==> src/rtl/core/nrd_pkg.sv <==
// Shared types and constants for the non-restoring divider.
// Used by every module of the divider core and by its checker; no dependencies.
package nrd_pkg;

  // Operand width; the partial remainder carries one extra sign bit.
  localparam int unsigned Width = 16;
  localparam int unsigned CntW  = (Width > 2) ? $clog2(Width) : 1;
  // Cycles from an accepted transaction to the sampling edge of its result strobe.
  localparam int unsigned Latency = Width + 2;

  typedef struct packed {
    logic [Width-1:0] dividend;
    logic [Width-1:0] divisor;
  } nrd_in_t;

  typedef struct packed {
    logic [Width-1:0] quotient;
    logic [Width-1:0] remainder;
  } nrd_res_t;

  // Control handed to every cell of the remainder chain.
  typedef struct packed {
    logic load;   // clear the remainder bit and take the divisor bit
    logic en;     // write the adder output into the remainder bit
    logic shift;  // adder operand is the neighbor's bit (shift left)
    logic sub;    // subtract the divisor instead of adding it
  } cell_ctrl_t;

  // Everything the sequencer drives to the datapath.
  typedef struct packed {
    cell_ctrl_t chain;
    logic       q_shift;  // shift a new quotient bit in
    logic       capture;  // register the finished result
  } nrd_ctrl_t;

  typedef enum logic [1:0] {
    StIdle,
    StRun,
    StFix
  } nrd_state_e;

endpackage

==> src/rtl/core/nrd_cell.sv <==
// One bit slice of the partial remainder: a remainder bit, a divisor bit and a full adder.
// Depends on nrd_pkg for the cell control struct.
module nrd_cell (
  input  logic                clk_i,
  input  nrd_pkg::cell_ctrl_t ctrl_i,
  input  logic                d_i,
  input  logic                shin_i,
  input  logic                cin_i,
  output logic                a_o,
  output logic                cout_o,
  output logic                res_o
);

  logic a_q, a_d;
  logic d_q;
  logic opa, opb, sum;

  // Operand select and full adder; subtraction adds the inverted divisor bit.
  always_comb begin
    opa    = ctrl_i.shift ? shin_i : a_q;
    opb    = ctrl_i.sub ? ~d_q : d_q;
    sum    = opa ^ opb ^ cin_i;
    cout_o = (opa & opb) | (opa & cin_i) | (opb & cin_i);
    res_o  = ctrl_i.en ? sum : a_q;
    a_d    = ctrl_i.load ? 1'b0 : res_o;
  end

  // Bit registers; the divisor bit is held for the whole transaction.
  always_ff @(posedge clk_i) begin
    a_q <= a_d;
    if (ctrl_i.load) begin
      d_q <= d_i;
    end
  end

  assign a_o = a_q;

endmodule

==> src/rtl/core/nrd_ctrl.sv <==
// Sequencer of the divider: counts the rounds and runs the final correction step.
// Depends on nrd_pkg for the state enum, the control struct and the width constants.
module nrd_ctrl (
  input  logic              clk_i,
  input  logic              rst_ni,
  input  logic              start_i,
  input  logic              a_sign_i,
  output logic              busy_o,
  output nrd_pkg::nrd_ctrl_t ctrl_o
);

  nrd_pkg::nrd_state_e           state_q, state_d;
  logic [nrd_pkg::CntW-1:0]      cnt_q, cnt_d;
  localparam logic [nrd_pkg::CntW-1:0] LastRound = nrd_pkg::CntW'(nrd_pkg::Width - 1);

  // State and round counter registers.
  always_ff @(posedge clk_i or negedge rst_ni) begin
    if (!rst_ni) begin
      state_q <= nrd_pkg::StIdle;
      cnt_q   <= '0;
    end else begin
      state_q <= state_d;
      cnt_q   <= cnt_d;
    end
  end

  // Next state and control for the cell chain.
  always_comb begin
    state_d = state_q;
    cnt_d   = cnt_q;
    ctrl_o  = '0;
    busy_o  = 1'b1;
    unique case (state_q)
      nrd_pkg::StIdle: begin
        busy_o = 1'b0;
        if (start_i) begin
          ctrl_o.chain.load = 1'b1;
          cnt_d             = '0;
          state_d           = nrd_pkg::StRun;
        end
      end
      nrd_pkg::StRun: begin
        // Shift, then subtract after a non-negative remainder or add after a negative one.
        ctrl_o.chain.en    = 1'b1;
        ctrl_o.chain.shift = 1'b1;
        ctrl_o.chain.sub   = ~a_sign_i;
        ctrl_o.q_shift     = 1'b1;
        cnt_d              = cnt_q + 1'b1;
        if (cnt_q == LastRound) begin
          state_d = nrd_pkg::StFix;
        end
      end
      nrd_pkg::StFix: begin
        // A negative remainder gets the divisor added back once.
        ctrl_o.chain.en = a_sign_i;
        ctrl_o.capture  = 1'b1;
        state_d         = nrd_pkg::StIdle;
      end
      default: begin
        state_d = nrd_pkg::StIdle;
      end
    endcase
  end

endmodule

==> src/rtl/core/non_restoring_divider_core.sv <==
// Unsigned non-restoring divider built from a chain of remainder bit cells.
// Depends on nrd_pkg, nrd_ctrl and nrd_cell.
//
// Usage:
//   A transaction is accepted at a rising edge with start high and busy low; in_i
//   carries dividend and divisor. busy rises the cycle after and stays high through
//   the rounds, one quotient bit per cycle through the cell chain, and through the
//   correction step that adds the divisor back to a negative remainder.
//   The result appears on res_o with valid_o high for exactly one cycle, registered
//   from the correction step. The receiver cannot stall; the result register
//   is separate from the chain, so a new transaction can be accepted in the cycle
//   that shows the previous result. No transaction is accepted while busy, so
//   each one is finished before the next is taken.
//   A zero divisor gives an all-ones quotient and the dividend as remainder.
//   Reset returns the sequencer to idle and clears valid_o; no transaction is lost
//   other than one in flight.
module non_restoring_divider_core (
  input  logic             clk_i,
  input  logic             rst_ni,
  input  logic             start,
  output logic             busy,
  input  nrd_pkg::nrd_in_t  in_i,
  output logic             valid_o,
  output nrd_pkg::nrd_res_t res_o
);

  localparam int unsigned W = nrd_pkg::Width;

  nrd_pkg::nrd_ctrl_t ctrl;
  logic [W:0]   a_bits;
  logic [W:0]   res_bits;
  logic [W:0]   carry;
  logic [W:0]   shin;
  logic [W-1:0] q_q;
  logic         valid_q;
  nrd_pkg::nrd_res_t res_q;

  // Sequencer.
  nrd_ctrl u_ctrl (
    .clk_i    (clk_i),
    .rst_ni   (rst_ni),
    .start_i  (start),
    .a_sign_i (a_bits[W]),
    .busy_o   (busy),
    .ctrl_o   (ctrl)
  );

  // Carry enters at the low cell; the quotient's top bit shifts into it.
  assign carry[0] = ctrl.chain.sub;
  assign shin[0]  = q_q[W-1];

  // Remainder chain: each cell takes its lower neighbor's bit and carry.
  for (genvar i = 0; i <= W; i++) begin : g_cell
    logic d_bit;
    logic cout;
    if (i < W) begin : g_data
      assign d_bit = in_i.divisor[i];
      assign carry[i+1] = cout;
      assign shin[i+1]  = a_bits[i];
    end else begin : g_sign
      assign d_bit = 1'b0;
    end
    nrd_cell u_cell (
      .clk_i  (clk_i),
      .ctrl_i (ctrl.chain),
      .d_i    (d_bit),
      .shin_i (shin[i]),
      .cin_i  (carry[i]),
      .a_o    (a_bits[i]),
      .cout_o (cout),
      .res_o  (res_bits[i])
    );
  end

  // Quotient register: loaded with the dividend, one bit shifted in per round.
  always_ff @(posedge clk_i) begin
    if (ctrl.chain.load) begin
      q_q <= in_i.dividend;
    end else if (ctrl.q_shift) begin
      q_q <= {q_q[W-2:0], ~res_bits[W]};
    end
  end

  // Result strobe.
  always_ff @(posedge clk_i or negedge rst_ni) begin
    if (!rst_ni) begin
      valid_q <= 1'b0;
    end else begin
      valid_q <= ctrl.capture;
    end
  end

  // Result payload, taken after the correction step.
  always_ff @(posedge clk_i) begin
    if (ctrl.capture) begin
      res_q.quotient  <= q_q;
      res_q.remainder <= res_bits[W-1:0];
    end
  end

  assign valid_o = valid_q;
  assign res_o   = res_q;

endmodule

==> config.mk <==
export PLATFORM = sky130hd
export DESIGN_NAME = non_restoring_divider_core
export DESIGN_NICKNAME = d
export VERILOG_FILES = /design/src/rtl/core/nrd_pkg.sv /design/src/rtl/core/nrd_cell.sv /design/src/rtl/core/nrd_ctrl.sv /design/src/rtl/core/non_restoring_divider_core.sv
export SDC_FILE = /design/constraint.sdc
export NUM_CORES = 1
export LEC_CHECK = 0
export BUFFER_PORTS_ARGS = -buffer_cell sky130_fd_sc_hd__buf_2
export CAP_MARGIN = 10
export CORE_MARGIN = 1.5
export CORE_UTILIZATION = 50
export CTS_CLUSTER_DIAMETER = 200
export DETAILED_ROUTE_END_ITERATION = 10
export MAX_ROUTING_LAYER = met4
export PLACE_DENSITY = 0.86
export SETUP_SLACK_MARGIN = 0.05
export SLEW_MARGIN = 20
export SYNTH_ARGS = -nofsm -noshare
export SYNTH_HDL_FRONTEND = slang
export SYNTH_SLANG_ARGS = --single-unit
==> constraint.sdc <==
create_clock -name clk_i -period 7.5 [get_ports clk_i]
set_clock_uncertainty 0.1 [all_clocks]
set_input_delay 1.125 -clock clk_i [delete_from_list [all_inputs] [get_ports clk_i]]
set_output_delay 1.125 -clock clk_i [all_outputs]
set_load 0.02 [all_outputs]
**Word level (Yosys, flattened, before mapping)**

Index checks and enable logic that the tools add are counted.

- Reduce and logical (&&, ||, !) cells: 5
- Muxes and demuxes: 64
- Bitwise operators: 132
- Add/subtract/negate cells: 1
- Eq/ne operators: 5

Operators with widths:

| kind | number |
|---|---|
| 2-to-1 mux 1 bit | 55 |
| bitwise AND 1 bit | 48 |
| XOR 1 bit | 34 |
| 2-to-1 mux 16 bit | 2 |
| OR 1 bit | 32 |
| inverter 1 bit | 18 |
| case mux 4 bit (2 select lines) | 1 |
| adder 4 x 1 -> 4 bit (second input constant) | 1 |
| == test 4 bit (second input constant) | 1 |
| 2-to-1 mux 2 bit | 2 |
| 2-to-1 mux 4 bit | 1 |
| case mux 2 bit (2 select lines) | 1 |
| AND reduction 2 bit | 2 |
| nonzero test 2 bit | 2 |
| 2-to-1 mux 3 bit | 1 |
| == test 2 x 1 -> 1 bit (second input constant) | 1 |
| == test 2 bit (second input constant) | 1 |
| logical NOT 2 bit | 1 |
| inequality test 2 x 1 -> 1 bit (second input constant) | 1 |
| inequality test 2 bit (second input constant) | 1 |
| case mux 1 bit (2 select lines) | 1 |

- Logic and storage cells: 246
- Input port bits: 35
- Bits in registers: 88
- Output and inout bits: 34

**Depth between registers and ports, before layout**

Gate-level depths: netlist of the first run.

- Word-level depth: 56
- Mapped depth: 24
- Depth with buffers taken out: 23

**Modules after synthesis**

Synthesis of the first run repeated with hierarchy kept, for this count alone.

- Cells, all modules: 293
- Area, all modules: 4200.3 µm²

By module, submodules not included:

| module | cells each | sequential area each (µm²) | times used | area an instance (µm²) |
|---|---|---|---|---|
| non_restoring_divider_core | 70 | 1466.4 | 1 | 1711.6 |
| nrd_cell (g_cell[0].u_cell ...) | 10 | 50.0 | 10 | 120.1 |
| nrd_cell (g_cell[14].u_cell ...) | 11 | 50.0 | 7 | 121.4 |
| nrd_ctrl | 46 | 150.1 | 1 | 437.9 |

**Worst setup path after synthesis of the first run**

No wires, ideal clock.

- Path kind: register -> register
- From: reg u_ctrl.state_q[1]
- To: reg q_q[0], data pin
- Setup time: 256 ps
- Required time: 7144 ps
- Period minus slack after synthesis: 8088 ps
- Arrival time: 7731 ps
- Buffers on the path: 2
- Path slack: -588 ps
- Stages on the path, launching flop included: 25
- Cells stage by stage: dfrtp_1 -> inv_1 -> ha_1 -> or2b_2 -> buf_2 -> buf_2 -> xnor2_1 -> fa_1 -> fa_1 -> fa_1 -> fa_1 -> fa_1 -> fa_1 -> fa_1 -> fa_1 -> fa_1 -> fa_1 -> fa_1 -> fa_1 -> fa_1 -> fa_1 -> fa_1 -> nor4_1 -> nor3b_1 -> o22a_1

- Longest elaborated chain between the ends: 56
- Elaborated cells between the ends (all ways): 126
- Classes of those cells: eq/ne (2); mux (40); bitwise (83); reduce/logical (1)

Ends and longest elaborated chain:

| element | RTL line | RTL |
|---|---|---|
| start: declaration | nrd_ctrl.sv:12 | `nrd_pkg::nrd_state_e state_q, state_d;` |
| start signal: assignment | nrd_ctrl.sv:19 | `state_q <= nrd_pkg::StIdle;` |
| start signal: assignment | nrd_ctrl.sv:22 | `state_q <= state_d;` |
| == test 2 x 1 -> 1 bit | nrd_ctrl.sv:33 | `unique case (state_q)` |
| 2-to-1 mux 3 bit | nrd_ctrl.sv:33 |  |
| 2-to-1 mux 1 bit, on equally long branches | nrd_cell.sv:20, nrd_cell.sv:21 |  |
| bitwise AND 1 bit | nrd_cell.sv:23 | `cout_o = (opa & opb) \| (opa & cin_i) \| (opb & cin_i);` |
| OR 1 bit (2 in series) | nrd_cell.sv:23 |  |
| bitwise AND 1 bit | nrd_cell.sv:23 |  |
| OR 1 bit (2 in series) | nrd_cell.sv:23 |  |
| bitwise AND 1 bit | nrd_cell.sv:23 |  |
| [... 36 more ...] | n/a |  |
| OR 1 bit (2 in series) | nrd_cell.sv:23 |  |
| bitwise AND 1 bit | nrd_cell.sv:23 |  |
| OR 1 bit (2 in series) | nrd_cell.sv:23 |  |
| XOR 1 bit | nrd_cell.sv:22 | `sum = opa ^ opb ^ cin_i;` |
| 2-to-1 mux 1 bit | nrd_cell.sv:24 | `res_o = ctrl_i.en ? sum : a_q;` |
| inverter 1 bit | non_restoring_divider_core.sv:80 | `q_q <= {q_q[W-2:0], ~res_bits[W]};` |
| 2-to-1 mux 16 bit | non_restoring_divider_core.sv:79 | `end else if (ctrl.q_shift) begin` |
| 2-to-1 mux 16 bit (*) | non_restoring_divider_core.sv:77 | `if (ctrl.chain.load) begin` |
| end signal: assignment | non_restoring_divider_core.sv:78 | `q_q <= in_i.dividend;` |
| end signal: assignment | non_restoring_divider_core.sv:80 |  |
| end: declaration | non_restoring_divider_core.sv:34 | `logic [W-1:0] q_q;` |

Mark *: on every way between the ends. The rest lies on a longest branch, timed or not. The select of a mux whose other input is x is not followed.
A chain may end at the register's enable or synchronous reset.

**Worst setup path in the final report of the first run**

Same ends and word-level chain as after synthesis.

==> flow_summary.toml, run 1 <==
[power_and_ir_drop]
p_leak_nw = 1.93
ir_drop_mv = 0.177
power.total_mw = 2.21
p_sw_share_pct = 36.2
intPower_mw = 1.41
pwr-share-comb_pct = 43.4
switchingPower_mw = 0.799
power_density_nw_per_um2 = 464
p_seq_share_pct = 38.7
p_clk_share_pct = 18.0

[detailed_routing]
drc = 0
wl_per_cell_um = 16.2
first_iter_violations = 152
vias = 2400
vias_per_cell = 5.15
first_pass_iters = 4
postRouteAntennaNets = 0
routed_wl_mm = 7.53

[synthesis]
synth_edf_count = 64
ys_warn_count = 0
synth_seq_area_share_pct = 61.5
netlist_area_sq_um = 3960
ys_types = 40
synth-seq-cells = 88
synth_nets = 337
synth_cells = 282
syn_avg_cell_area_sq_um = 14.1
async_flop_share_pct = 7.95
ys.flop_type = "edfxtp_1"

[place]
place_ws_ps = -28.0
port_buffers = 68
place_congestion = 0.803
hpwl_mm = 4.99

[floorplan]
die_w_um = 92.0
dieHeight_um = 92.0
std_cell_rows = 32
fp.dieArea_sq_um = 8470
start_util_pct = 51.6
core_sq_um = 7690
io_pins = 69

[finish]
final.fill_count = 569
nets = 414
final_cell_mix = "buf_2 (68), edfxtp_1 (64), nand2_1 (53), mux2_2 (21), dfxtp_1 (17)"
diodes = 0
synthToLayoutAreaGrowth_pct = 20.0
final_core_util_pct = 61.9
layout-drive-gt1-share_pct = 41.5
layout_commonest_cell = "buf_2"

[timing]
finalHoldViolCount = 0
fin_crit_sh_pct = 97.0
setup-tns-final_ps = 0
post-route-min-period_ps = 7280
worst_slack_ps = 223
fmax_ghz = 0.137
relSlewSlack_pct = 50.8
worst_slew_pin_slew_ps = 736
setup_viol = 0
rsz0062_at_grt = "no"
finalMaxSlewViolations = 0

[global_routing]
antenna_found_initial = 0
grt_pass1_wl_mm = 11.8
grt_use_total_pct = 19.6
overflow = 0
grt_pass1_vias = 2462
grt_start_max_net_pins = 35

[min_path]
min_path_type = "reg -> reg"
holdPathStages = 0

[clock_tree]
cts_tree = "yes"
htree_levels = 3
ctsRootBufferMaster = "clkbuf_8"
cts_buffer_depth = 2
cts_buffers = 9
clk_transition_reported_paths_ps = 90
clock_latency_ps = 370
cts_sinks = 88

[setup_path]
cp_max_fo = 5
cp.required_ps = 7530
end_kind = "flop"
startpoint_type = "flop"
path_class = "reg -> reg"
r2r_cells = 22
arrival_ps = 7310

[flow_run]
max_cap_violations = 0

[outcome]
status = "completed"
-- kinds of logic after synthesis --
kind of cell	after synthesis	synth area share, %
XOR/XNOR	16	3.54
multiplexers	29	9.00
adder cells (fa/ha/maj)	20	9.15
AO/OA/AOI/OAI	23	3.76
AND/OR/NAND/NOR	88	10.7
buffers and inverters	18	2.40
flip-flops	88	61.5
-- state kept, by name, summed over array words and instances, names as in the netlist, named ones only --
name               flops
res_o                 32
q_q                   16
valid_o                1
g_cell.u_cell.a_o     16
u_ctrl.cnt_q           4
u_ctrl.state_q         2
g_cell.u_cell.d_q     16
-- cells in the mapped netlist (2+ instances only) --
| cell type | instances | area, sq um |
|---|---|---|
| nand3_1 | 5 | 25.0 |
| ha_1 | 5 | 62.6 |
| xnor2_1 | 15 | 131 |
| a21oi_1 | 5 | 25.0 |
| buf_1 | 2 | 7.51 |
| nand2_1 | 53 | 199 |
| mux2_2 | 21 | 236 |
| nor2_1 | 4 | 15.0 |
| inv_1 | 7 | 26.3 |
| clkbuf_1 | 4 | 15.0 |
| fa_1 | 15 | 300 |
| and2_4 | 4 | 35.0 |
| edfxtp_1 | 64 | 1920 |
| and2_1 | 13 | 81.3 |
| o31ai_1 | 2 | 15.0 |
| o21ai_0 | 8 | 40.0 |
| dfxtp_1 | 17 | 340 |
| buf_2 | 3 | 15.0 |
| mux2_4 | 8 | 120 |
| dfrtp_1 | 7 | 175 |
-- cell type report --
cell class | count | area [sq um] | share of cell area [%]
flip-flops and latches | 88 | 2440 | 51.3
well taps | 102 | 128 | 2.68
clock buffers | 9 | 124 | 2.60
clock inverters | 7 | 119 | 2.50
inverters | 7 | 26.3 | 0.552
repair buffers | 77 | 408 | 8.57
multi-input cells | 176 | 1510 | 31.8
-- critical path, stage by stage, from the launching register on --
cell and delay, ps:
dfrtp_1 410, inv_2 110, ha_4 170, or2b_2 330, xnor2_1 160, fa_2 360, fa_2 340, fa_2 340
fa_2 350, fa_2 350, fa_2 350, fa_2 370, fa_2 360, fa_2 360, fa_2 370, fa_2 360
fa_2 350, fa_2 350, fa_2 350, fa_2 400, nor4_4 160, nor3b_2 80, o22a_1 170
-- final timing paths --
check,from,to,slack [ps]
worst min-delay path,q_q[5]$_DFFE_PP_,res_o[21]$_DFFE_PP_,360
worst max register to register,u_ctrl.state_q[1]$_DFFE_PN0P_,q_q[0]$_DFFE_PP_,220
min in group asynchronous,rst_ni,valid_o$_DFF_PN0_,470
worst min register to register,q_q[5]$_DFFE_PP_,res_o[21]$_DFFE_PP_,360
max in group asynchronous,rst_ni,u_ctrl.state_q[0]$_DFFE_PN0P_,6650
worst max-delay path,u_ctrl.state_q[1]$_DFFE_PN0P_,q_q[0]$_DFFE_PP_,220
-- routing by layer --
layer / part of all wire [%] / track usage, %
met2: 53 / 32.8
met3: 4.4 / 5.39
met4: 2.1 / 8.72
met5: 0 / -
met1: 40 / 22.0
-- stage by stage --
step,cell area [sq um],hold WS [ps],instances
floorplan,4020,326,282
global placement,4450,330,447
detailed placement,4450,337,447
CTS,4730,360,466
global route,4760,364,466
finish,4760,356,466
-- power groups by stage --
stage | Combinational, mW | Clock (mW) | Sequential [mW]
after CTS | 0.941 | 0.397 | 0.852
after floorplan | 0.624 | 0 | 0.923
after detailed placement | 0.919 | 0 | 0.861
after global placement | 0.875 | 0 | 0.851
after global routing | 1.06 | 0.418 | 0.871
final | 0.956 | 0.397 | 0.853
-- repair_timing --
item	CTS	global route
pin swaps	2	2
hold buffers	0	0
setup buffers	3	0
setup endpoints to repair	1	2
resized for setup	6	5
Power figures use the tool's default switching activity.
==> run 2: changes to the inputs <==
--- a/config.mk
+++ b/config.mk
@@ -8,11 +8,11 @@
 export BUFFER_PORTS_ARGS = -buffer_cell sky130_fd_sc_hd__buf_2
 export CAP_MARGIN = 10
 export CORE_MARGIN = 1.5
-export CORE_UTILIZATION = 50
+export CORE_UTILIZATION = 52
+export CTS_BUF_LIST = sky130_fd_sc_hd__clkbuf_4 sky130_fd_sc_hd__clkbuf_8
 export CTS_CLUSTER_DIAMETER = 200
 export DETAILED_ROUTE_END_ITERATION = 10
-export MAX_ROUTING_LAYER = met4
-export PLACE_DENSITY = 0.86
+export PLACE_DENSITY = 0.89
 export SETUP_SLACK_MARGIN = 0.05
 export SLEW_MARGIN = 20
 export SYNTH_ARGS = -nofsm -noshare
==> flow_summary.toml, run 2 (synthesis results as in run 1) <==
[outcome]
status = "completed"

[timing]
fmax_ghz = 0.135
finalMaxSlewViolations = 0
setup_viol = 0
worst_slew_pin_slew_ps = 963
fin_hold_ws_ps = 354
fin_crit_sh_pct = 98.5
relSlewSlack_pct = 35.4
setup-tns-final_ps = 0
post-route-min-period_ps = 7390
finalHoldViolCount = 0

[setup_path]
path_class = "reg -> reg"
arrival_ps = 7410
cp_max_fo = 4
startpoint_type = "flop"
end_kind = "flop"
cp.required_ps = 7520

[place]
hpwl_mm = 5.10
place_congestion = 0.847
post_dp_cell_area_sq_um = 4440
place_inst = 444
port_buffers = 68

[power_and_ir_drop]
ir_drop_mv = 0.174
switchingPower_mw = 0.809
p_leak_nw = 1.90
power_density_nw_per_um2 = 459
p_clk_share_pct = 15.5
intPower_mw = 1.35
p_seq_share_pct = 39.9
pwr-share-comb_pct = 44.7
p_sw_share_pct = 37.5
power.total_mw = 2.16

[global_routing]
grt_pass1_vias = 2451
grt_use_total_pct = 19.2
grt_start_max_net_pins = 36
grt_pass1_wl_mm = 12.0
overflow = 0
antenna_found_initial = 0

[clock_tree]
clock_latency_ps = 360
cts_buffer_depth = 2
cts_sinks = 88
cts_buffers = 9
ctsRootBufferMaster = "clkbuf_8"
cts_hold_buf = 0
clk_transition_reported_paths_ps = 90
cts_tree = "yes"
htree_levels = 3

[detailed_routing]
wl_per_cell_um = 16.6
first_iter_violations = 237
first_pass_iters = 4
routed_wl_mm = 7.66
top_layer = "met4"
postRouteAntennaNets = 0
drc = 0
drt-met1-wl_mm = 3.05
wl_met2_mm = 4.00
vias = 2405
met3_length_um = 388
vias_per_cell = 5.21

[floorplan]
io_pins = 69
std_cell_rows = 31
die_w_um = 90.3
core_sq_um = 7330
fp.dieArea_sq_um = 8160
dieHeight_um = 90.3
start_util_pct = 54.1

[finish]
largest_register_ffs = 32
final_cell_mix = "buf_2 (68), edfxtp_1 (64), nand2_1 (53), mux2_2 (21), dfxtp_1 (17)"
synthToLayoutAreaGrowth_pct = 18.7
final_area_sq_um = 4700
nets = 413
layout_commonest_cell = "buf_2"
diodes = 0
instances_no_fill = 462
layout-drive-gt1-share_pct = 41.3

[flow_run]
max_cap_violations = 0

[min_path]
min_path_type = "reg -> reg"
run 2: changes by cell type in the layout (fill, tap and decap cells not counted):
| cell | delta |
|---|---|
| buf_4 | -1 |
| clkinvlp_4 | +1 |
| clkinv_2 | +1 |
| inv_2 | -1 |
| bufinv_16 | -2 |
| inv_6 | +2 |
| clkinv_4 | -1 |
run 2: critical path, stage by stage, from the launching register on:
cell and delay (ps):
dfrtp_1 430, inv_2 120, ha_4 160, mux2_2 330, nand2_1 60, o21ai_0 120, fa_2 370, fa_2 350
fa_2 360, fa_2 360, fa_2 360, fa_2 350, fa_2 350, fa_2 370, fa_2 360, fa_2 360
fa_2 360, fa_2 350, fa_2 340, fa_2 350, fa_2 380, nor4_4 170, nor3b_2 80, o22a_1 190
run 2: repair_timing:
item,CTS,global route
setup buffers,1,1
setup endpoints to repair,1,3
pin swaps,0,0
endpoints found under the hold margin,0,0
resized for setup,5,6
run 2: power groups by stage:
| stage | combinational (mW) | clock (mW) | sequential [mW] |
|---|---|---|---|
| 2_1_floorplan | 0.624 | 0 | 0.923 |
| 3_3_place_gp | 0.871 | 0 | 0.851 |
| 3_5_place_dp | 0.929 | 0 | 0.864 |
| 4_1_cts | 0.939 | 0.339 | 0.856 |
| 5_1_grt | 1.06 | 0.355 | 0.879 |
| 6_report | 0.964 | 0.334 | 0.860 |
run 2: cell type report:
cell class | instances | area (sq um)
clock buffer | 9 | 124
clock inverter | 7 | 76.3
fill | 498 | 2630
inverter | 7 | 26.3
multi-input combinational | 176 | 1510
sequential | 88 | 2440
tap | 99 | 124
timing repair buffer | 76 | 400
run 2: final timing paths:
path,start,to,slack [ps],depth (start not counted)
worst max-delay path,u_ctrl.state_q[1]$_DFFE_PN0P_,q_q[0]$_DFFE_PP_,110,23
worst min-delay path,q_q[1]$_DFFE_PP_,res_o[17]$_DFFE_PP_,350,0
worst max register to register,u_ctrl.state_q[1]$_DFFE_PN0P_,q_q[0]$_DFFE_PP_,110,23
worst min register to register,q_q[1]$_DFFE_PP_,res_o[17]$_DFFE_PP_,350,0
max in group asynchronous,rst_ni,u_ctrl.state_q[0]$_DFFE_PN0P_,6620,1
min in group asynchronous,rst_ni,u_ctrl.cnt_q[3]$_DFFE_PN0P_,490,1
run 2: layer usage:
layer,vias to the layer above,GRT usage [%]
li1,1134,-
met1,1159,23.2
met2,95,32.6
met3,17,3.96
met4,0,10.1
met5,-,0
run 2: through the flow:
step                worst slack (ps)  utilization (%)
floorplan                       73.6                -
global placement                 127             60.6
detailed placement             -86.8             60.6
CTS                             95.8             63.7
global route                   -51.2             64.2
finish                           114             64.2
==> run 3: changes to the inputs <==
--- a/config.mk
+++ b/config.mk
@@ -5,13 +5,13 @@
 export SDC_FILE = /design/constraint.sdc
 export NUM_CORES = 1
 export LEC_CHECK = 0
-export BUFFER_PORTS_ARGS = -buffer_cell sky130_fd_sc_hd__buf_2
+export BUFFER_PORTS_ARGS = -buffer_cell sky130_fd_sc_hd__clkbuf_2
 export CAP_MARGIN = 10
 export CORE_MARGIN = 1.5
 export CORE_UTILIZATION = 52
 export CTS_BUF_LIST = sky130_fd_sc_hd__clkbuf_4 sky130_fd_sc_hd__clkbuf_8
-export CTS_CLUSTER_DIAMETER = 200
 export DETAILED_ROUTE_END_ITERATION = 10
+export GPL_ROUTABILITY_DRIVEN = 0
 export PLACE_DENSITY = 0.89
 export SETUP_SLACK_MARGIN = 0.05
 export SLEW_MARGIN = 20
==> flow_summary.toml, run 3 (synthesis results as in run 1) <==
[detailed_routing]
routed_wl_mm = 7.27
first_iter_violations = 118
drc = 0
first_pass_iters = 4
vias = 2389
wl_per_cell_um = 15.8
postRouteAntennaNets = 0
vias_per_cell = 5.18

[finish]
diodes = 0
final.fill_count = 510
nets = 412
largest_register_ffs = 32
final_core_util_pct = 64.9
synthToLayoutAreaGrowth_pct = 20.0
final_cell_mix = "clkbuf_2 (68), edfxtp_1 (64), nand2_1 (53), mux2_2 (21), dfxtp_1 (17)"
final_area_sq_um = 4760
layout_commonest_cell = "clkbuf_2"
layout-drive-gt1-share_pct = 40.6

[setup_path]
end_kind = "flop"
cp.required_ps = 7520
startpoint_type = "flop"
arrival_ps = 7300
path_class = "reg -> reg"
cp_max_fo = 5

[floorplan]
io_pins = 69
start_util_pct = 54.1
std_cell_rows = 31
fp.dieArea_sq_um = 8160
core_sq_um = 7330
dieHeight_um = 90.3
die_w_um = 90.3

[min_path]
min_path_type = "reg -> reg"

[global_routing]
overflow = 0
grtUsageMet3_pct = 4.71
met2_usage_pct = 31.9
grt_use_met1_pct = 22.9
grt_pass1_vias = 2483
grt_start_max_net_pins = 36
grt_use_total_pct = 19.2
grt_pass1_wl_mm = 11.9
antenna_found_initial = 0
grt.busiest_layer = "met2"

[timing]
relSlewSlack_pct = 35.0
setup_viol = 0
finalHoldViolCount = 0
fin_crit_sh_pct = 97.2
fmax_ghz = 0.137
worst_slew_pin_slew_ps = 970
finalMaxSlewViolations = 0
rsz0062_at_grt = "no"
post-route-min-period_ps = 7290

[clock_tree]
cts_tree = "yes"
clk_transition_reported_paths_ps = 90
ctsRootBufferMaster = "clkbuf_8"
cts_buffer_depth = 2
cts_hold_buf = 0
cts_buffers = 9
clock_latency_ps = 350
cts_sinks = 88
htree_levels = 3

[place]
hpwl_mm = 5.01
post_dp_cell_area_sq_um = 4440
port_buffers = 68

[outcome]
status = "completed"

[power_and_ir_drop]
ir_drop_mv = 0.173
p_leak_nw = 1.94
power.total_mw = 2.23
power_density_nw_per_um2 = 469

[flow_run]
max_cap_violations = 0
run 3: cell count changes in the layout (fill, tap and decap cells not counted), moves of 2 or more:
| cell | delta |
|---|---|
| bufinv_16 | +3 |
| clkinvlp_4 | -2 |
| clkbuf_2 | +68 |
| buf_2 | -68 |
run 3: through the flow:
step	std cells	setup slack (ps)	TNS, ps	hold WS (ps)
finish	461	212	0	356
global route	461	70.5	0	365
CTS	461	90.1	0	355
detailed placement	444	-48.2	-48.2	334
global placement	444	127	0	328
floorplan	282	73.6	0	326
run 3: metal layers:
metal	part of all wire, %	up-vias
met5	0	-
met4	2.8	0
met3	4.0	21
met2	51	69
met1	42	1163
li1	-	1136
run 3: path summary, 6_finish.rpt:
path                                          startpoint                            end  slack [ps]  cells past startpoint
min reg2reg                             q_q[9]$_DFFE_PP_            res_o[25]$_DFFE_PP_         360                      0
max in group asynchronous                         rst_ni  u_ctrl.state_q[0]$_DFFE_PN0P_        6620                      1
max reg2reg                u_ctrl.state_q[1]$_DFFE_PN0P_               q_q[0]$_DFFE_PP_         210                     22
min                                     q_q[9]$_DFFE_PP_            res_o[25]$_DFFE_PP_         360                      0
max                        u_ctrl.state_q[1]$_DFFE_PN0P_               q_q[0]$_DFFE_PP_         210                     22
min in group asynchronous                         rst_ni              valid_o$_DFF_PN0_         490                      1
run 3: critical path, stage by stage, from the launching register on:
cell	delay, ps
dfrtp_1	410
inv_2	120
ha_4	170
or2b_2	320
xnor2_1	150
fa_2	370
fa_2	350
fa_2	350
fa_2	350
fa_2	360
fa_2	350
fa_2	360
fa_2	370
fa_2	370
fa_2	360
fa_2	360
fa_2	350
fa_2	340
fa_2	350
fa_2	390
nor4_4	150
nor3b_1	90
o22a_1	180
run 3: layout make-up:
class                   instances  area (sq um)  share of cell area [%]
clock buffers                   9           124                    2.60
multi-input cells             176          1510                    31.7
inverters                       7          26.3                   0.552
flip-flops and latches         88          2440                    51.3
well taps                      99           124                    2.60
repair buffers                 75           393                    8.26
clock inverters                 7           141                    2.97
run 3: what timing repair did:
| item | in CTS | in global routing |
|---|---|---|
| pin swaps | 1 | 1 |
| buffers inserted | 1 | 0 |
| resized for setup | 7 | 3 |
| endpoints found under the setup margin | 1 | 1 |
run 3: power breakdown:
| part | switching (mW) | internal, mW | total (mW) |
|---|---|---|---|
| Combinational | 0.539 | 0.413 | 0.951 |
| Sequential | 0.0840 | 0.771 | 0.855 |
| Clock | 0.166 | 0.256 | 0.422 |
| Total | 0.789 | 1.44 | 2.23 |
